$ cat config.mk
export PLATFORM = sky130hd
export DESIGN_NAME = bdc_sqrt_pipe
export DESIGN_NICKNAME = d
export VERILOG_FILES = /design/src/hdl/bdc_pkg.sv /design/src/hdl/bdc_sqrt_pipe.sv
export SDC_FILE = /design/constraint.sdc
export NUM_CORES = 2
export LEC_CHECK = 0
export ABC_AREA = 1
export BUFFER_PORTS_ARGS = -buffer_cell sky130_fd_sc_hd__buf_4
export CAP_MARGIN = 20
export CORE_ASPECT_RATIO = 0.5
export CORE_MARGIN = 5
export CORE_UTILIZATION = 35
export CTS_CLUSTER_SIZE = 24
export DETAILED_ROUTE_END_ITERATION = 7
export PLACE_DENSITY = 0.6
export SLEW_MARGIN = 20
export SYNTH_ARGS = -nofsm -noshare
export SYNTH_HDL_FRONTEND = slang
export SYNTH_SLANG_ARGS = --single-unit
$ cat constraint.sdc
create_clock -name clk_i -period 11.12 [get_ports clk_i]
set_input_delay 2.224 -clock clk_i [delete_from_list [all_inputs] [get_ports clk_i]]
set_output_delay 2.224 -clock clk_i [all_outputs]
set_load 0.02 [all_outputs]
$ cat src/hdl/bdc_pkg.sv
package bdc_pkg;

  localparam int MAX_DIM       = 4096;
  localparam int CORDIC_STEPS  = 16;
  localparam int OUT_FRAC_BITS = 8;

  localparam int DIM_W  = 13;
  localparam int PIX_W  = 12;
  localparam int GAIN_W = 16;
  localparam int OUT_W  = 24;
  localparam int NORM_FRAC = 16;
  localparam int GAIN_FRAC = 12;

  localparam int OUT_MAX = 8388607;
  localparam int OUT_MIN = -8388608;

  localparam int CLAMP_W = ($clog2(MAX_DIM + 1) > DIM_W) ? $clog2(MAX_DIM + 1) : DIM_W;
  localparam int CW      = $clog2(MAX_DIM / 2 + 1);
  localparam int OFF_W   = ((CW > PIX_W) ? CW : PIX_W) + 1;
  localparam int MAG_W   = OFF_W - 1;

  localparam int QW         = MAG_W + NORM_FRAC;
  localparam int DIV_PER    = 4;
  localparam int DIV_STAGES = (QW + DIV_PER - 1) / DIV_PER;
  localparam int DVD_W      = DIV_STAGES * DIV_PER;
  localparam int DRW        = CW + 1;

  localparam int SQ_W      = 2 * QW;
  localparam int SUM_W     = SQ_W + 1;
  localparam int SQ_PER    = 2;
  localparam int SQ_STAGES = (QW + 1 + SQ_PER - 1) / SQ_PER;
  localparam int ROOT_W    = SQ_STAGES * SQ_PER;
  localparam int RAD_W     = 2 * ROOT_W;
  localparam int SRW       = ROOT_W + 3;

  localparam int XY_W = ROOT_W + 4;
  localparam int TH_W = 20;
  localparam int ATAN_LEN = 24;
  localparam logic [16:0] ATAN_TAB [ATAN_LEN] = '{
    17'd51472, 17'd30385, 17'd16055, 17'd8150, 17'd4091, 17'd2047, 17'd1024, 17'd512,
    17'd256, 17'd128, 17'd64, 17'd32, 17'd16, 17'd8, 17'd4, 17'd2,
    17'd1, 17'd0, 17'd0, 17'd0, 17'd0, 17'd0, 17'd0, 17'd0
  };

  localparam int KT_W   = GAIN_W + TH_W;
  localparam int PROD_W = KT_W + OFF_W;
  localparam int V_W    = PROD_W + 1;
  localparam int OUT_SH = NORM_FRAC + GAIN_FRAC - OUT_FRAC_BITS;

  localparam int ST_DIV0  = 1;
  localparam int ST_SQR   = ST_DIV0 + DIV_STAGES;
  localparam int ST_SUM   = ST_SQR + 1;
  localparam int ST_SQRT0 = ST_SUM + 1;
  localparam int ST_CRD0  = ST_SQRT0 + SQ_STAGES;
  localparam int ST_KT    = ST_CRD0 + CORDIC_STEPS;
  localparam int ST_PROD  = ST_KT + 1;
  localparam int ST_OUT   = ST_PROD + 1;
  localparam int NST      = ST_OUT + 1;

  localparam int ADDR_W = 4;
  localparam int DATA_W = 32;
  localparam logic [1:0] REG_WIDTH  = 2'd0;
  localparam logic [1:0] REG_HEIGHT = 2'd1;
  localparam logic [1:0] REG_GAIN   = 2'd2;

endpackage

$ cat src/hdl/bdc_sqrt_pipe.sv
module bdc_sqrt_pipe (
  input  logic                         clk_i,
  input  logic [bdc_pkg::SQ_STAGES-1:0] en_i,
  input  logic [bdc_pkg::SUM_W-1:0]    rad_i,
  output logic [bdc_pkg::ROOT_W-1:0]   root_o
);
  import bdc_pkg::*;

  logic [SRW-1:0]    rem_in  [SQ_STAGES];
  logic [SRW-1:0]    rem_d   [SQ_STAGES];
  logic [SRW-1:0]    rem_q   [SQ_STAGES];
  logic [RAD_W-1:0]  rad_in  [SQ_STAGES];
  logic [RAD_W-1:0]  rad_d   [SQ_STAGES];
  logic [RAD_W-1:0]  rad_q   [SQ_STAGES];
  logic [ROOT_W-1:0] root_in [SQ_STAGES];
  logic [ROOT_W-1:0] root_d  [SQ_STAGES];
  logic [ROOT_W-1:0] root_q  [SQ_STAGES];

  for (genvar s = 0; s < SQ_STAGES; s++) begin : g_stage
    if (s == 0) begin : g_first
      assign rem_in[s]  = '0;
      assign rad_in[s]  = RAD_W'(rad_i);
      assign root_in[s] = '0;
    end else begin : g_next
      assign rem_in[s]  = rem_q[s-1];
      assign rad_in[s]  = rad_q[s-1];
      assign root_in[s] = root_q[s-1];
    end

    always_comb begin
      logic [SRW-1:0]    r;
      logic [SRW-1:0]    trial;
      logic [RAD_W-1:0]  rd;
      logic [ROOT_W-1:0] rt;
      r  = rem_in[s];
      rd = rad_in[s];
      rt = root_in[s];
      for (int k = 0; k < SQ_PER; k++) begin
        r     = {r[SRW-3:0], rd[RAD_W-1:RAD_W-2]};
        rd    = rd << 2;
        trial = SRW'({rt, 2'b01});
        if (r >= trial) begin
          r  = r - trial;
          rt = {rt[ROOT_W-2:0], 1'b1};
        end else begin
          rt = {rt[ROOT_W-2:0], 1'b0};
        end
      end
      rem_d[s]  = r;
      rad_d[s]  = rd;
      root_d[s] = rt;
    end

    always_ff @(posedge clk_i) begin
      if (en_i[s]) begin
        rem_q[s]  <= rem_d[s];
        rad_q[s]  <= rad_d[s];
        root_q[s] <= root_d[s];
      end
    end
  end

  assign root_o = root_q[SQ_STAGES-1];

endmodule

==> qor.yml <==
outcome:
  status: "completed"
detailed_routing:
  wl_mm: 263
  ant_nets: 0
  drt-initial-drc-count: 6221
  route.detailed.drc: 0
  vias: 71429
  routed_via_density: 5.11
  routedWlPerCell_microns: 18.9
  first_pass_iters: 8
global_route:
  grt_max_degree: 67
  grt_pass1_vias: 67245
  grt_usage_pct: 21.6
  grt_first_pass_wirelength_mm: 400
  grt_overflow: 0
  antenna_found_initial: 4
power:
  ir_drop_v: 0.000127
  swShare_pct: 45.9
  clkPwrFrac_pct: 19.8
  p_switching_w: 0.00856
  p_per_area_nw_per_um2: 215
  combPwrFrac_pct: 49.3
  p_int_w: 0.0101
  finalPower_w: 0.0186
  power_leakage_nw: 39.5
  seq_power_share_pct: 31.0
clock_network:
  clkSinkCount: 1049
  cts_inserted_buffers: 103
  post_cts_resized: 0
  path_clk_slew_ps: 60
  postCtsSetupRepairBufs: 0
  htreeDepth: 3
  postCtsHoldBufs: 0
  cts_tree: "yes"
  clock_latency_ps: 770
  cts_buffer_depth: 3
  cts-root-buf: "clkbuf_16"
setup_path:
  rr_startpoint: "root_q[1][91]$_DFFE_PP_"
  cp-end-kind: "flop"
  crit_path_start_kind: "flop"
  crit_type: "reg -> reg"
  path_buf_inv: 7
  cpPeakStageDelay_ps: 540
  cp.arrival_ps: 7290
  required_ps: 11710
  startpoint: "root_q[1][91]$_DFFE_PP_"
  critical_path.top_delay_family: "simple AND/OR/NAND/NOR gates"
  cp_max_fo: 39
  cpMostUsedCell: "nand2_1"
  slowest_stage: "edfxtp_1"
cells_and_area:
  nNetsFinal: 11420
  final_common_cell: "nand2_1"
  final_area_sq_um: 86600
  area_growth_pct: 9.38
  most-common-layout-cells: "3425 x nand2_1, 1482 x inv_1, 1157 x nor2_1"
  drive_gt1_share_pct: 4.99
logic_synthesis:
  ys_async_sr_fraction_pct: 0
  synth.distinct_cells: 63
  synth_flop_cell: "edfxtp_1"
  syn_area_sq_um: 79100
  yosys_warnings: 0
  synth_edf_count: 1049
  yosysSeqAreaShare_pct: 39.8
  ys_ff_latch: 1049
  synth_cells: 10779
  avgSynthCellArea_sq_um: 7.34
timing:
  min_period_ps: 6710
  final.setup.worst_slack_ps: 4410
  setup_violations: 0
  hold_ws_ps: 401
  tightestPinTransition_ps: 1070
  fin_crit_sh_pct: 60.3
  fmax_ghz: 0.149
  slew_violations: 0
  rsz0062_at_grt: "false"
  maxSlewHeadroom_pct: 28.3
  fin_skew_ps: 67.7
  hold_viol_final: 0
  fin_setup_tns_ps: 0
floorplanning:
  row_count: 123
  start_util_pct: 35.2
  die_w_microns: 682
  design.core.area_sq_um: 225000
  dieArea_sq_um: 236000
  fp.dieH_microns: 346
  num_io_pins: 103
placed_design:
  io_buffers: 101
  postPlaceCellArea_sq_um: 83000
  place_congestion: 0.993
  hpwl_mm: 216
  place_ws_ps: 4480
worst_hold_path:
  hold_class: "reg -> reg"
  worstHoldStart: "rad_q[0][87]$_DFFE_PP_"
run:
  cap_violations: 0
-- cell type report --
class	count	area, sq um
diodes	1	2.50
clock buffers	114	2620
clock inverters	80	893
fillers	23578	138000
inverters	1553	5830
multi-input cells	8057	41100
flip-flops and latches	1049	31500
well taps	3000	3750
repair buffers	120	901
-- synthesized netlist by cell type (23+ instances only) --
| master | n | area share (%) |
|---|---|---|
| xnor2_1 | 158 | 1.7 |
| inv_1 | 1483 | 7.0 |
| nand3_2 | 23 | 0.29 |
| o21ai_1 | 32 | 0.20 |
| buf_4 | 28 | 0.27 |
| buf_2 | 30 | 0.19 |
| inv_2 | 66 | 0.31 |
| a21o_1 | 31 | 0.29 |
| nand3_1 | 741 | 4.7 |
| a31oi_1 | 23 | 0.18 |
| nand4_1 | 212 | 1.7 |
| o21ai_0 | 440 | 2.8 |
| nor2_2 | 49 | 0.39 |
| o21a_1 | 24 | 0.23 |
| clkbuf_1 | 41 | 0.19 |
| nand2_1 | 3426 | 16 |
| o21bai_1 | 53 | 0.50 |
| nor3_1 | 168 | 1.1 |
| nor2_1 | 1158 | 5.5 |
| a21oi_1 | 561 | 3.5 |
| edfxtp_1 | 1049 | 40 |
| ha_1 | 463 | 7.3 |
| xor2_1 | 244 | 2.7 |
| nand2_2 | 44 | 0.35 |
| nand3b_1 | 51 | 0.48 |
-- layer usage --
metal  GRT usage [%]  part of all wire [%]  wire length [microns]  vias up
met5               0                     0                      0        -
met4            5.45                   2.6                   6910        0
met3            2.61                   5.6                  14800      351
met2            35.3                    45                 119000     2103
met1            30.4                    47                 123000    33396
li1                -                     -                      -    35579
-- final timing paths --
kind,end,slack (ps),cells after the start
worst max register to register,rem_q[1][159]$_DFFE_PP_,4410,30
worst min-delay path,rad_q[0][147]$_DFFE_PP_,400,0
worst max-delay path,rem_q[1][159]$_DFFE_PP_,4410,30
worst min register to register,rad_q[0][147]$_DFFE_PP_,400,0
-- per-stage QoR --
| step | std cells | utilization, % |
|---|---|---|
| finish | 13974 | 38.5 |
| global route | 13973 | 38.5 |
| CTS | 13973 | 38.5 |
| detailed placement | 13779 | 36.9 |
| global placement | 13779 | 36.9 |
| floorplan | 10780 | - |
-- logic make-up after synthesis --
kind of cell / after synthesis / share of synthesized area [%]
DFF: 1049 / 39.8
buffers and inverters: 1674 / 8.34
xor gates and xnor gates: 402 / 4.45
and+or+nand+nor: 5961 / 31.6
adders and majority gates: 463 / 7.32
AOI/OAI and AO/OA: 1229 / 8.47
other: 1 / 0.00474
-- power groups by stage --
stage                     sequential (W)  clock (W)  combinational, W
after floorplan                  0.00553          0           0.00654
after global placement           0.00586          0           0.00905
after detailed placement         0.00585          0           0.00902
after CTS                        0.00577    0.00380           0.00907
after global routing             0.00581    0.00397            0.0103
final                            0.00577    0.00369           0.00919
-- sequential cells by signal (all words and copies together), names as in the netlist --
| register | cells |
|---|---|
| rad_q | 420 |
| rem_q | 404 |
| root_q | 225 |
Note: power is estimated with default switching activity, not from simulation.
