`config.mk`:
```
export PLATFORM = sky130hd
export DESIGN_NAME = bdc_div_pipe
export DESIGN_NICKNAME = d
export VERILOG_FILES = /design/src/hdl/bdc_pkg.sv /design/src/hdl/bdc_div_pipe.sv
export SDC_FILE = /design/constraint.sdc
export NUM_CORES = 1
export LEC_CHECK = 0
export BUFFER_PORTS_ARGS = -buffer_cell sky130_fd_sc_hd__buf_2
export CORE_ASPECT_RATIO = 1.5
export CORE_MARGIN = 3
export CORE_UTILIZATION = 60
export DETAILED_ROUTE_END_ITERATION = 8
export PLACE_DENSITY = 0.84
export RECOVER_POWER = 100
export SLEW_MARGIN = 20
export SYNTH_ARGS = -nofsm -noshare
export SYNTH_HDL_FRONTEND = slang
export SYNTH_SLANG_ARGS = --single-unit
```
`constraint.sdc`:
```
create_clock -name clk_i -period 24.5 [get_ports clk_i]
set_input_delay 1.225 -clock clk_i [delete_from_list [all_inputs] [get_ports clk_i]]
set_output_delay 1.225 -clock clk_i [all_outputs]
set_load 0.005 [all_outputs]
```
`src/hdl/bdc_pkg.sv`:
```
package bdc_pkg;

  localparam int MAX_DIM       = 4096;
  localparam int CORDIC_STEPS  = 16;
  localparam int OUT_FRAC_BITS = 8;

  localparam int DIM_W  = 13;
  localparam int PIX_W  = 12;
  localparam int GAIN_W = 16;
  localparam int OUT_W  = 24;
  localparam int NORM_FRAC = 16;
  localparam int GAIN_FRAC = 12;

  localparam int OUT_MAX = 8388607;
  localparam int OUT_MIN = -8388608;

  localparam int CLAMP_W = ($clog2(MAX_DIM + 1) > DIM_W) ? $clog2(MAX_DIM + 1) : DIM_W;
  localparam int CW      = $clog2(MAX_DIM / 2 + 1);
  localparam int OFF_W   = ((CW > PIX_W) ? CW : PIX_W) + 1;
  localparam int MAG_W   = OFF_W - 1;

  localparam int QW         = MAG_W + NORM_FRAC;
  localparam int DIV_PER    = 4;
  localparam int DIV_STAGES = (QW + DIV_PER - 1) / DIV_PER;
  localparam int DVD_W      = DIV_STAGES * DIV_PER;
  localparam int DRW        = CW + 1;

  localparam int SQ_W      = 2 * QW;
  localparam int SUM_W     = SQ_W + 1;
  localparam int SQ_PER    = 2;
  localparam int SQ_STAGES = (QW + 1 + SQ_PER - 1) / SQ_PER;
  localparam int ROOT_W    = SQ_STAGES * SQ_PER;
  localparam int RAD_W     = 2 * ROOT_W;
  localparam int SRW       = ROOT_W + 3;

  localparam int XY_W = ROOT_W + 4;
  localparam int TH_W = 20;
  localparam int ATAN_LEN = 24;
  localparam logic [16:0] ATAN_TAB [ATAN_LEN] = '{
    17'd51472, 17'd30385, 17'd16055, 17'd8150, 17'd4091, 17'd2047, 17'd1024, 17'd512,
    17'd256, 17'd128, 17'd64, 17'd32, 17'd16, 17'd8, 17'd4, 17'd2,
    17'd1, 17'd0, 17'd0, 17'd0, 17'd0, 17'd0, 17'd0, 17'd0
  };

  localparam int KT_W   = GAIN_W + TH_W;
  localparam int PROD_W = KT_W + OFF_W;
  localparam int V_W    = PROD_W + 1;
  localparam int OUT_SH = NORM_FRAC + GAIN_FRAC - OUT_FRAC_BITS;

  localparam int ST_DIV0  = 1;
  localparam int ST_SQR   = ST_DIV0 + DIV_STAGES;
  localparam int ST_SUM   = ST_SQR + 1;
  localparam int ST_SQRT0 = ST_SUM + 1;
  localparam int ST_CRD0  = ST_SQRT0 + SQ_STAGES;
  localparam int ST_KT    = ST_CRD0 + CORDIC_STEPS;
  localparam int ST_PROD  = ST_KT + 1;
  localparam int ST_OUT   = ST_PROD + 1;
  localparam int NST      = ST_OUT + 1;

  localparam int ADDR_W = 4;
  localparam int DATA_W = 32;
  localparam logic [1:0] REG_WIDTH  = 2'd0;
  localparam logic [1:0] REG_HEIGHT = 2'd1;
  localparam logic [1:0] REG_GAIN   = 2'd2;

endpackage

```
`src/hdl/bdc_div_pipe.sv`:
```
module bdc_div_pipe (
  input  logic                          clk_i,
  input  logic [bdc_pkg::DIV_STAGES-1:0] en_i,
  input  logic [bdc_pkg::MAG_W-1:0]     mag_i,
  input  logic [bdc_pkg::CW-1:0]        dvs_i,
  output logic [bdc_pkg::QW-1:0]        quo_o
);
  import bdc_pkg::*;

  logic [DRW-1:0]   rem_in [DIV_STAGES];
  logic [DRW-1:0]   rem_d  [DIV_STAGES];
  logic [DRW-1:0]   rem_q  [DIV_STAGES];
  logic [DVD_W-1:0] dvd_in [DIV_STAGES];
  logic [DVD_W-1:0] dvd_d  [DIV_STAGES];
  logic [DVD_W-1:0] dvd_q  [DIV_STAGES];
  logic [DVD_W-1:0] quo_in [DIV_STAGES];
  logic [DVD_W-1:0] quo_d  [DIV_STAGES];
  logic [DVD_W-1:0] quo_q  [DIV_STAGES];

  for (genvar s = 0; s < DIV_STAGES; s++) begin : g_stage
    if (s == 0) begin : g_first
      assign rem_in[s] = '0;
      assign dvd_in[s] = DVD_W'(mag_i) << NORM_FRAC;
      assign quo_in[s] = '0;
    end else begin : g_next
      assign rem_in[s] = rem_q[s-1];
      assign dvd_in[s] = dvd_q[s-1];
      assign quo_in[s] = quo_q[s-1];
    end

    always_comb begin
      logic [DRW-1:0]   r;
      logic [DVD_W-1:0] dv;
      logic [DVD_W-1:0] q;
      r  = rem_in[s];
      dv = dvd_in[s];
      q  = quo_in[s];
      for (int k = 0; k < DIV_PER; k++) begin
        r  = {r[DRW-2:0], dv[DVD_W-1]};
        dv = dv << 1;
        if (r >= DRW'(dvs_i)) begin
          r = r - DRW'(dvs_i);
          q = {q[DVD_W-2:0], 1'b1};
        end else begin
          q = {q[DVD_W-2:0], 1'b0};
        end
      end
      rem_d[s] = r;
      dvd_d[s] = dv;
      quo_d[s] = q;
    end

    always_ff @(posedge clk_i) begin
      if (en_i[s]) begin
        rem_q[s] <= rem_d[s];
        dvd_q[s] <= dvd_d[s];
        quo_q[s] <= quo_d[s];
      end
    end
  end

  assign quo_o = quo_q[DIV_STAGES-1][QW-1:0];

endmodule

```
==> out/qor.yml, run 1 <==
max-cap-violations: 12
critPathMaxFanout: 32
yosys-top-cells-area: "edfxtp_1, ha_1, mux2_2, xnor2_1, a21oi_1"
setup_total_negative_slack_ps: 0
hold_path_depth: 0
path_delay_family: "compound AO/OA/AOI/OAI gates"
num_antenna_cells: 0
synth.cell_area_um2: 22700
setup_viol: 0
share_of_the_clock_period_used_by_the_worst_path_after_layout_pct: 63.2
die_area_um2: 40200
grt_max_degree: 37
first_pass_iters: 6
tritoncts.num_buffers: 17
fin_ws_ps: 9030
routabilityCongestion: 1.01
clk_pin_slew_worst_paths_ps: 80
layout.cell_area.non_filler_um2: 23900
cp-end-kind: "flop"
global_route.overflow_total: 0
max_buffers_root_to_sink: 2
drt_initial_violations: 1181
global_route_wire_length_before_repair_um: 97700
register_area_share_after_synthesis_pct: 26.0
final_period_minus_worst_setup_slack_ps: 15470
ctsHtreeMaxLevel: 4
worstRegToRegCells: 44
yosys_register_bits: 196
fmax_mhz: 64.6
die_h_um: 244
yosys-top-cells-count: "ha_1, a21oi_1, edfxtp_1, nor2_1, xnor2_1"
synthesized_net_count: 2817
synth_top_flop_cell: "edfxtp_1"
dp_hpwl_um: 46200
route.detailed.wl_per_inst_um: 20.5
yosysWarningCount: 0
finalClockSkew_ps: 17.0
start_util_pct: 61.3
worst-setup-path-type: "input pin to flop"
filler_cell_count: 3036
postCtsSetupBuffers: 0
hp-class: "flop to flop"
synth.most_common_cell: "ha_1"
crit-reg2reg-launch: "rem_q[0][0]$_DFFE_PP_"
worstReg2RegEnd: "rem_q[1][11]$_DFFE_PP_"
worst_tran_pin_value_ps: 2420
rows: 86
hold_violations: 0
tritoncts_num_sinks: 196
tritoncts_clock_tree: "built"
post_route_cells_drive_above_1_share_pct: 8.64
layout-area-overhead-vs-synth_pct: 5.52
place_ws_ps: 11890
drc: 0
timing.critical_path.from: "dvs_i[1]"
synth_enable_flop_cells: 196
run_status: "finished, violations left"
timing.critical_path.required_ps: 24710
cp-start-kind: "input pin"
grt_antenna_before_repair: 1
worst_path_max_delay_cell: "clkbuf_1"
grt_use_total_pct: 30.3
routed-via-count: 19763
clkLatencyLatePin_ps: 470
synthesis.instances: 2456
vias_per_cell: 6.57
cp.buffers_inverters: 7
final_nets: 2871
drtAntennaViolNets: 0
asyncSetResetFlopFracSynth_pct: 0
die_width_um: 165
number_of_global_route_vias_before_repair: 20344
placedInstanceArea_um2: 23500
design.portCount: 60
cts_root_buf: "clkbuf_16"
postRouteWirelength_um: 61600
slew-limit-headroom_pct: -63.2
worst-endpoint-arrival_ps: 15690
setup.worst_path.end: "rem_q[4][10]$_DFFE_PP_"
timing_max_transition_violations_final: 308
synthesis.area_per_instance_um2: 9.23
post_route_utilization_pct: 64.7
timing.critical_path.depth: 41
failing_checks: "max-capacitance violations, max-slew violations"
reg2reg_slack_ps: 11850
yosysTopAreaCellShare_pct: 26.0
coreArea_um2: 37000
numPortBuffers: 59
synth_cell_types: 94
max_stage_delay_ps: 1640
synth_top_area_cell: "edfxtp_1"
cts_hold_repair_buffers: 0
grt_setup_unrepaired: "false"
post_cts_resize_count: 0
==> worst min-delay path by stage <==
| stage | startpoint | endpoint | slack [ps] |
|---|---|---|---|
| after floorplan | dvd_q[0][16]$_DFFE_PP_ | dvd_q[1][20]$_DFFE_PP_ | 400 |
| after global routing | quo_q[5][8]$_DFFE_PP_ | quo_q[6][12]$_DFFE_PP_ | 430 |
| final | quo_q[4][11]$_DFFE_PP_ | quo_q[5][15]$_DFFE_PP_ | 420 |
| after CTS | quo_q[4][11]$_DFFE_PP_ | quo_q[5][15]$_DFFE_PP_ | 420 |
| after detailed placement | quo_q[1][0]$_DFFE_PP_ | quo_q[2][4]$_DFFE_PP_ | 400 |
| after global placement | quo_q[4][15]$_DFFE_PP_ | quo_q[5][19]$_DFFE_PP_ | 400 |
==> layout by cell type, fill, tap and decap left out, types with 90 or more instances in the layout <==
master    netlist  routed
xnor2_1       138     138
nor2_1        196     196
ha_1          314     314
mux2_2        122     112
inv_1         107     110
a21oi_1       203     203
a21o_1         90      90
o21ai_0       135     143
nand2_1       130     130
edfxtp_1      196     196
==> metal layers <==
layer  part of all wire [%]  routed length (um)  global-route usage, %  up-vias
met2                     50               30900                   54.0      699
met4                    9.0                5530                   24.3        2
met5                  0.021                  13                      0        -
met1                     36               22200                   31.0     9349
met3                    4.9                3040                   4.29      321
li1                       -                   -                      -     9392
==> flip-flops by register name, indices dropped and copies added, names as in the netlist <==
signal	count
dvd_q	12
quo_q	112
rem_q	72
==> cells by family (layout without fill, tap and decap cells) <==
family | after synthesis | in the layout | share of synthesized area [%]
mux | 180 | 180 | 9.04
fa+ha+maj | 329 | 329 | 18.6
xor+xnor | 212 | 212 | 8.19
flops | 196 | 196 | 26.0
compound gates | 716 | 716 | 20.7
simple gates | 662 | 662 | 14.5
buf+inv | 161 | 228 | 2.93
==> stage by stage <==
step           hold WS, ps  instances
2_1_floorplan          400       2456
3_3_place_gp           401       2974
3_5_place_dp           405       2974
4_1_cts                421       3006
5_1_grt                429       3007
6_report               418       3007
==> cell type report <==
cell class	count	area, um2	area share [%]
clock buffer	17	425	1.78
clock inverter	15	196	0.821
inverter	111	417	1.74
multi-input combinational	2099	16000	66.8
sequential	196	5890	24.6
tap	484	606	2.53
timing repair buffer	85	412	1.72
Power of run 1 is left out: the tool's default activity adds up to more than one toggle a clock period on the data nets, which glitch-free logic cannot reach.
==> run 2: changes to the inputs <==
CORE_UTILIZATION = 59   (was 60)
PLACE_DENSITY = 0.86   (was 0.84)
clock period = 13.7 ns   (was 24.5 ns; I/O delays follow)
==> run 2 against run 1 <==
Net effect: via count is 2.0% higher; routed wire length up 4.4%; global-route usage up 0.18 points; sequential cell count did not move; register-to-register slack got worse by 9600 ps; sequential share of layout area is 0.20 points lower; cell count is 0.50% higher; design area is 0.84% higher; critical path depth shrank 1; setup slack got worse by 7800 ps; core utilization shrank 0.77 points; critical path type unchanged; first-iteration DRC count rose by 7.7%; the flow still finishes with violations (max-capacitance violations, max-slew violations).
==> out/qor.yml, run 2 (synthesis gave the netlist of run 1 again) <==
run_status: "finished, violations left"
failing_checks: "max-capacitance violations, max-slew violations"
tritoncts_clock_tree: "built"
mostFrequentLayoutCell: "ha_1"
worst_tran_pin_value_ps: 2390
coreArea_um2: 37800
final_cell_mix: "ha_1, a21oi_1, nor2_1, edfxtp_1"
number_of_global_route_vias_before_repair: 20431
die_width_um: 166
hp-class: "input pin to flop"
setup_viol: 0
final_period_minus_worst_setup_slack_ps: 12430
max_stage_delay_ps: 640
clkLatencyLatePin_ps: 480
grt_max_degree: 37
cp-start-kind: "input pin"
post_route_cells_drive_above_1_share_pct: 9.99
numPortBuffers: 59
largest_registers: "quo_q (112), rem_q (72), dvd_q (12)"
placedInstanceArea_um2: 23600
rows: 87
finalClockSkew_ps: 13.4
ctsHtreeMaxLevel: 4
largest_register_ff_count: 112
routed-via-count: 20154
timing_max_transition_violations_final: 173
postCtsSetupBuffers: 0
design.portCount: 60
crit_path_frequent_cell: "ha_1"
dp_hpwl_um: 48900
first_pass_iters: 8
cts_hold_repair_buffers: 0
die_h_um: 246
share_of_the_clock_period_used_by_the_worst_path_after_layout_pct: 90.8
fmax_mhz: 80.4
cts_root_buf: "clkbuf_16"
drc: 0
grt_antenna_before_repair: 0
worst-setup-path-type: "input pin to flop"
slew-limit-headroom_pct: -59.0
num_antenna_cells: 0
tritoncts_num_sinks: 196
cp-end-kind: "flop"
setup_total_negative_slack_ps: 0
max_buffers_root_to_sink: 2
postRouteWirelength_um: 64400
top_register: "quo_q"
grt_setup_unrepaired: "false"
critPathMaxFanout: 18
drtAntennaViolNets: 0
vias_per_cell: 6.67
hold_violations: 0
tritoncts.num_buffers: 17
grt_use_total_pct: 30.5
global_route.overflow_total: 0
die_area_um2: 40900
worst_path_max_delay_cell: "inv_1"
worst-endpoint-arrival_ps: 12660
post_route_utilization_pct: 63.9
final_nets: 2881
clk_pin_slew_worst_paths_ps: 90
start_util_pct: 60.0
layout.cell_area.non_filler_um2: 24100
max-cap-violations: 6
timing.critical_path.required_ps: 13930
route.detailed.wl_per_inst_um: 21.3
post_cts_resize_count: 0
layout-area-overhead-vs-synth_pct: 6.40
routabilityCongestion: 0.986
global_route_wire_length_before_repair_um: 101000
drt_initial_violations: 1272
==> run 2: changes by cell type in the layout (fill, tap and decap cells not counted), moves of 3 or more <==
cell,change
buf_4,+17
clkbuf_1,-13
buf_2,+5
o21ai_0,-5
o21ai_1,+3
o31ai_1,-3
==> run 2: metal layers <==
| metal | GRT usage [%] | vias up | part of all wire, % |
|---|---|---|---|
| met5 | 0 | - | 0 |
| met4 | 24.9 | 0 | 9.0 |
| met3 | 4.64 | 342 | 5.4 |
| met2 | 56.0 | 858 | 51 |
| met1 | 30.2 | 9540 | 35 |
| li1 | - | 9414 | - |
==> run 2: critical path, delay by kind of cell <==
family	cells	cell delay [ps]
simple gates	9	2120
mux	5	2040
buf+inv	4	1450
fa+ha+maj	4	1590
compound gates	18	4700
==> run 2: cell type report <==
class	instances	area, um2
tap	489	612
clock inverter	15	195
multi-input combinational	2099	16100
fill	3035	13600
timing repair buffer	95	536
sequential	196	5890
inverter	111	417
clock buffer	17	425
==> run 2: path summary, 6_finish.rpt <==
check	cells past startpoint	slack, ps	to	start
worst min register to register	0	420	quo_q[5][22]$_DFFE_PP_	quo_q[4][18]$_DFFE_PP_
worst max register to register	37	2250	rem_q[4][6]$_DFFE_PP_	rem_q[3][5]$_DFFE_PP_
worst min-delay path	1	370	dvd_q[0][17]$_DFFE_PP_	mag_i[1]
worst max-delay path	40	1270	rem_q[4][6]$_DFFE_PP_	dvs_i[1]
==> run 2: metrics by stage <==
step | cells | hold slack [ps] | worst slack, ps
final | 3022 | 373 | 1270
after global placement | 2989 | 401 | 2010
after detailed placement | 2989 | 405 | 1600
after floorplan | 2456 | 400 | 2360
after CTS | 3021 | 364 | 2060
after global routing | 3022 | 361 | 510
Power of run 2 is left out for the same reason.
==> run 3: changes to the inputs <==
ABC_AREA = 1   (was unset)
CORE_UTILIZATION = 41   (was 59)
PLACE_DENSITY = 0.65   (was 0.86)
==> run 3 against run 2 <==
Net effect: fmax grew 13%; the flow still finishes with violations (max-capacitance violations, max-slew violations); clock skew increased by 5.6 ps; routed wire length increased by 3.5%; largest cell class unchanged; highest routed layer unchanged; worst hold slack got worse by 8.7 ps.
==> out/qor.yml, run 3 <==
yosys-top-cells-count: "nand2_1, inv_1, ha_1, a21oi_1"
filler_cell_count: 5992
global_route.overflow_total: 0
cts_root_buf: "clkbuf_16"
hp-class: "input pin to flop"
worstReg2RegEnd: "rem_q[2][2]$_DFFE_PP_"
largest_register_ff_count: 112
rows: 107
top_register: "quo_q"
final_nets: 3690
setup_viol: 0
yosysTopAreaCellShare_pct: 24.7
reg2reg_slack_ps: 4850
synth.cell_area_um2: 23800
crit_path_frequent_cell: "nand2_1"
global_route_wire_length_before_repair_um: 106000
synth_top_area_cell: "edfxtp_1"
die_h_um: 301
routed-via-count: 21738
hp-start: "mag_i[3]"
tritoncts_clock_tree: "built"
drc: 0
max_buffers_root_to_sink: 2
post_route_cells_drive_above_1_share_pct: 5.66
route.detailed.wl_per_inst_um: 16.2
drtAntennaViolNets: 0
cp-end-kind: "flop"
synthesis.instances: 3284
coreArea_um2: 57200
critPathMaxFanout: 23
tritoncts_num_sinks: 196
hold_path_depth: 1
synth_cell_types: 58
postRouteWirelength_um: 66600
final_period_minus_worst_setup_slack_ps: 10980
worst_tran_pin_value_ps: 2530
timing.critical_path.required_ps: 13930
vias_per_cell: 5.30
clk_pin_slew_worst_paths_ps: 90
crit-reg2reg-launch: "rem_q[1][5]$_DFFE_PP_"
first_pass_iters: 8
mostFrequentLayoutCell: "nand2_1"
start_util_pct: 41.7
die_width_um: 203
register_area_share_after_synthesis_pct: 24.7
setup_total_negative_slack_ps: 0
postCtsSetupBuffers: 0
cts_hold_repair_buffers: 0
synth.most_common_cell: "nand2_1"
grt_use_total_pct: 21.6
largest_registers: "quo_q (112), rem_q (72), dvd_q (12)"
slew-limit-headroom_pct: -68.6
synthesized_net_count: 3645
synth_enable_flop_cells: 196
yosysWarningCount: 0
max_stage_delay_ps: 1750
share_of_the_clock_period_used_by_the_worst_path_after_layout_pct: 80.1
finalClockSkew_ps: 19.0
hold_violations: 0
final_cell_mix: "nand2_1, inv_1, ha_1"
dp_hpwl_um: 51400
worst-setup-path-type: "input pin to flop"
fmax_mhz: 91.1
grt_antenna_before_repair: 0
yosys-top-cells-area: "edfxtp_1, ha_1, nand2_1, inv_1, xor2_1"
run_status: "finished, violations left"
cp-start-kind: "input pin"
drt_initial_violations: 1147
worstRegToRegCells: 39
synth_top_flop_cell: "edfxtp_1"
asyncSetResetFlopFracSynth_pct: 0
layout-area-overhead-vs-synth_pct: 6.40
number_of_global_route_vias_before_repair: 21381
timing_max_transition_violations_final: 176
ctsHtreeMaxLevel: 4
tritoncts.num_buffers: 17
synthesis.area_per_instance_um2: 7.25
post_cts_resize_count: 0
routabilityCongestion: 0.932
design.portCount: 60
die_area_um2: 61100
worst_path_max_delay_cell: "clkbuf_1"
yosys_register_bits: 196
grt_setup_unrepaired: "false"
num_antenna_cells: 0
clkLatencyLatePin_ps: 490
numPortBuffers: 59
min_to: "dvd_q[0][19]$_DFFE_PP_"
grt_max_degree: 37
worst-endpoint-arrival_ps: 11210
max-cap-violations: 7
failing_checks: "max-capacitance violations, max-slew violations"
-- run 3: changes by cell type after synthesis, moves of 37 or more --
cell,change
xor2_1,+74
o21a_1,-43
nor2b_1,-48
inv_1,+258
nor3_1,-37
nand2_1,+769
nand3_1,+160
xnor2_1,-53
a21o_1,-65
a21oi_1,+44
mux2_2,-122
o21ai_0,+47
nand2b_1,-37
-- run 3: area by class of cell --
type,instances,area [um2],share of cell area (%)
Timing Repair Buffer,75,373,1.47
Multi-Input combinational cell,2651,16100,63.4
Inverter,388,1460,5.78
Clock buffer,18,429,1.69
Tap cell,763,955,3.77
Clock inverter,13,169,0.666
Sequential cell,196,5890,23.2
-- run 3: worst max path at each step --
stage                     startpoint                endpoint  slack, ps
after floorplan             dvs_i[8]   rem_q[2][4]$_DFFE_PP_       5930
after global placement      dvs_i[6]   rem_q[2][0]$_DFFE_PP_       4070
after detailed placement    dvs_i[6]   rem_q[2][2]$_DFFE_PP_       4050
after CTS                   dvs_i[6]   rem_q[2][2]$_DFFE_PP_       4550
after global routing        dvs_i[6]  rem_q[3][10]$_DFFE_PP_       1810
final                       dvs_i[6]   rem_q[2][2]$_DFFE_PP_       2720
-- run 3: stage by stage --
| step | hold WS (ps) | instance area (um2) | worst slack [ps] | util (%) | instances |
|---|---|---|---|---|---|
| 2_1_floorplan | 400 | 23800 | 5930 | - | 3284 |
| 3_3_place_gp | 401 | 24900 | 4070 | 43.5 | 4073 |
| 3_5_place_dp | 405 | 24900 | 4050 | 43.5 | 4073 |
| 4_1_cts | 343 | 25500 | 4550 | 44.6 | 4104 |
| 5_1_grt | 355 | 25300 | 1810 | 44.3 | 4104 |
| 6_report | 365 | 25300 | 2720 | 44.3 | 4104 |
-- run 3: layer usage --
metal  share of wire (%)  up-vias  track usage [%]
li1                    -    11220                -
met1                  40     9969             23.2
met2                  53      397             42.1
met3                 2.4      152             2.04
met4                 4.5        0             9.82
met5                   0        -                0
-- run 3: cells by family (layout without fill, tap and decap cells) --
kind of cell               count (synthesis)  in the layout  synth area share, %
AOI/OAI and AO/OA                        601            601                 14.3
xor gates and xnor gates                 233            233                 8.57
adders and majority gates                329            329                 17.8
buffers and inverters                    437            494                 7.49
DFF                                      196            196                 24.7
and+or+nand+nor                         1488           1488                 27.2
-- run 3: critical path, delay by kind of cell --
| kind | cells | cell delay, ps |
|---|---|---|
| compound gates | 15 | 3260 |
| simple gates | 17 | 3150 |
| fa+ha+maj | 4 | 1490 |
| buf+inv | 6 | 2550 |
Power of run 3 is left out for the same reason.
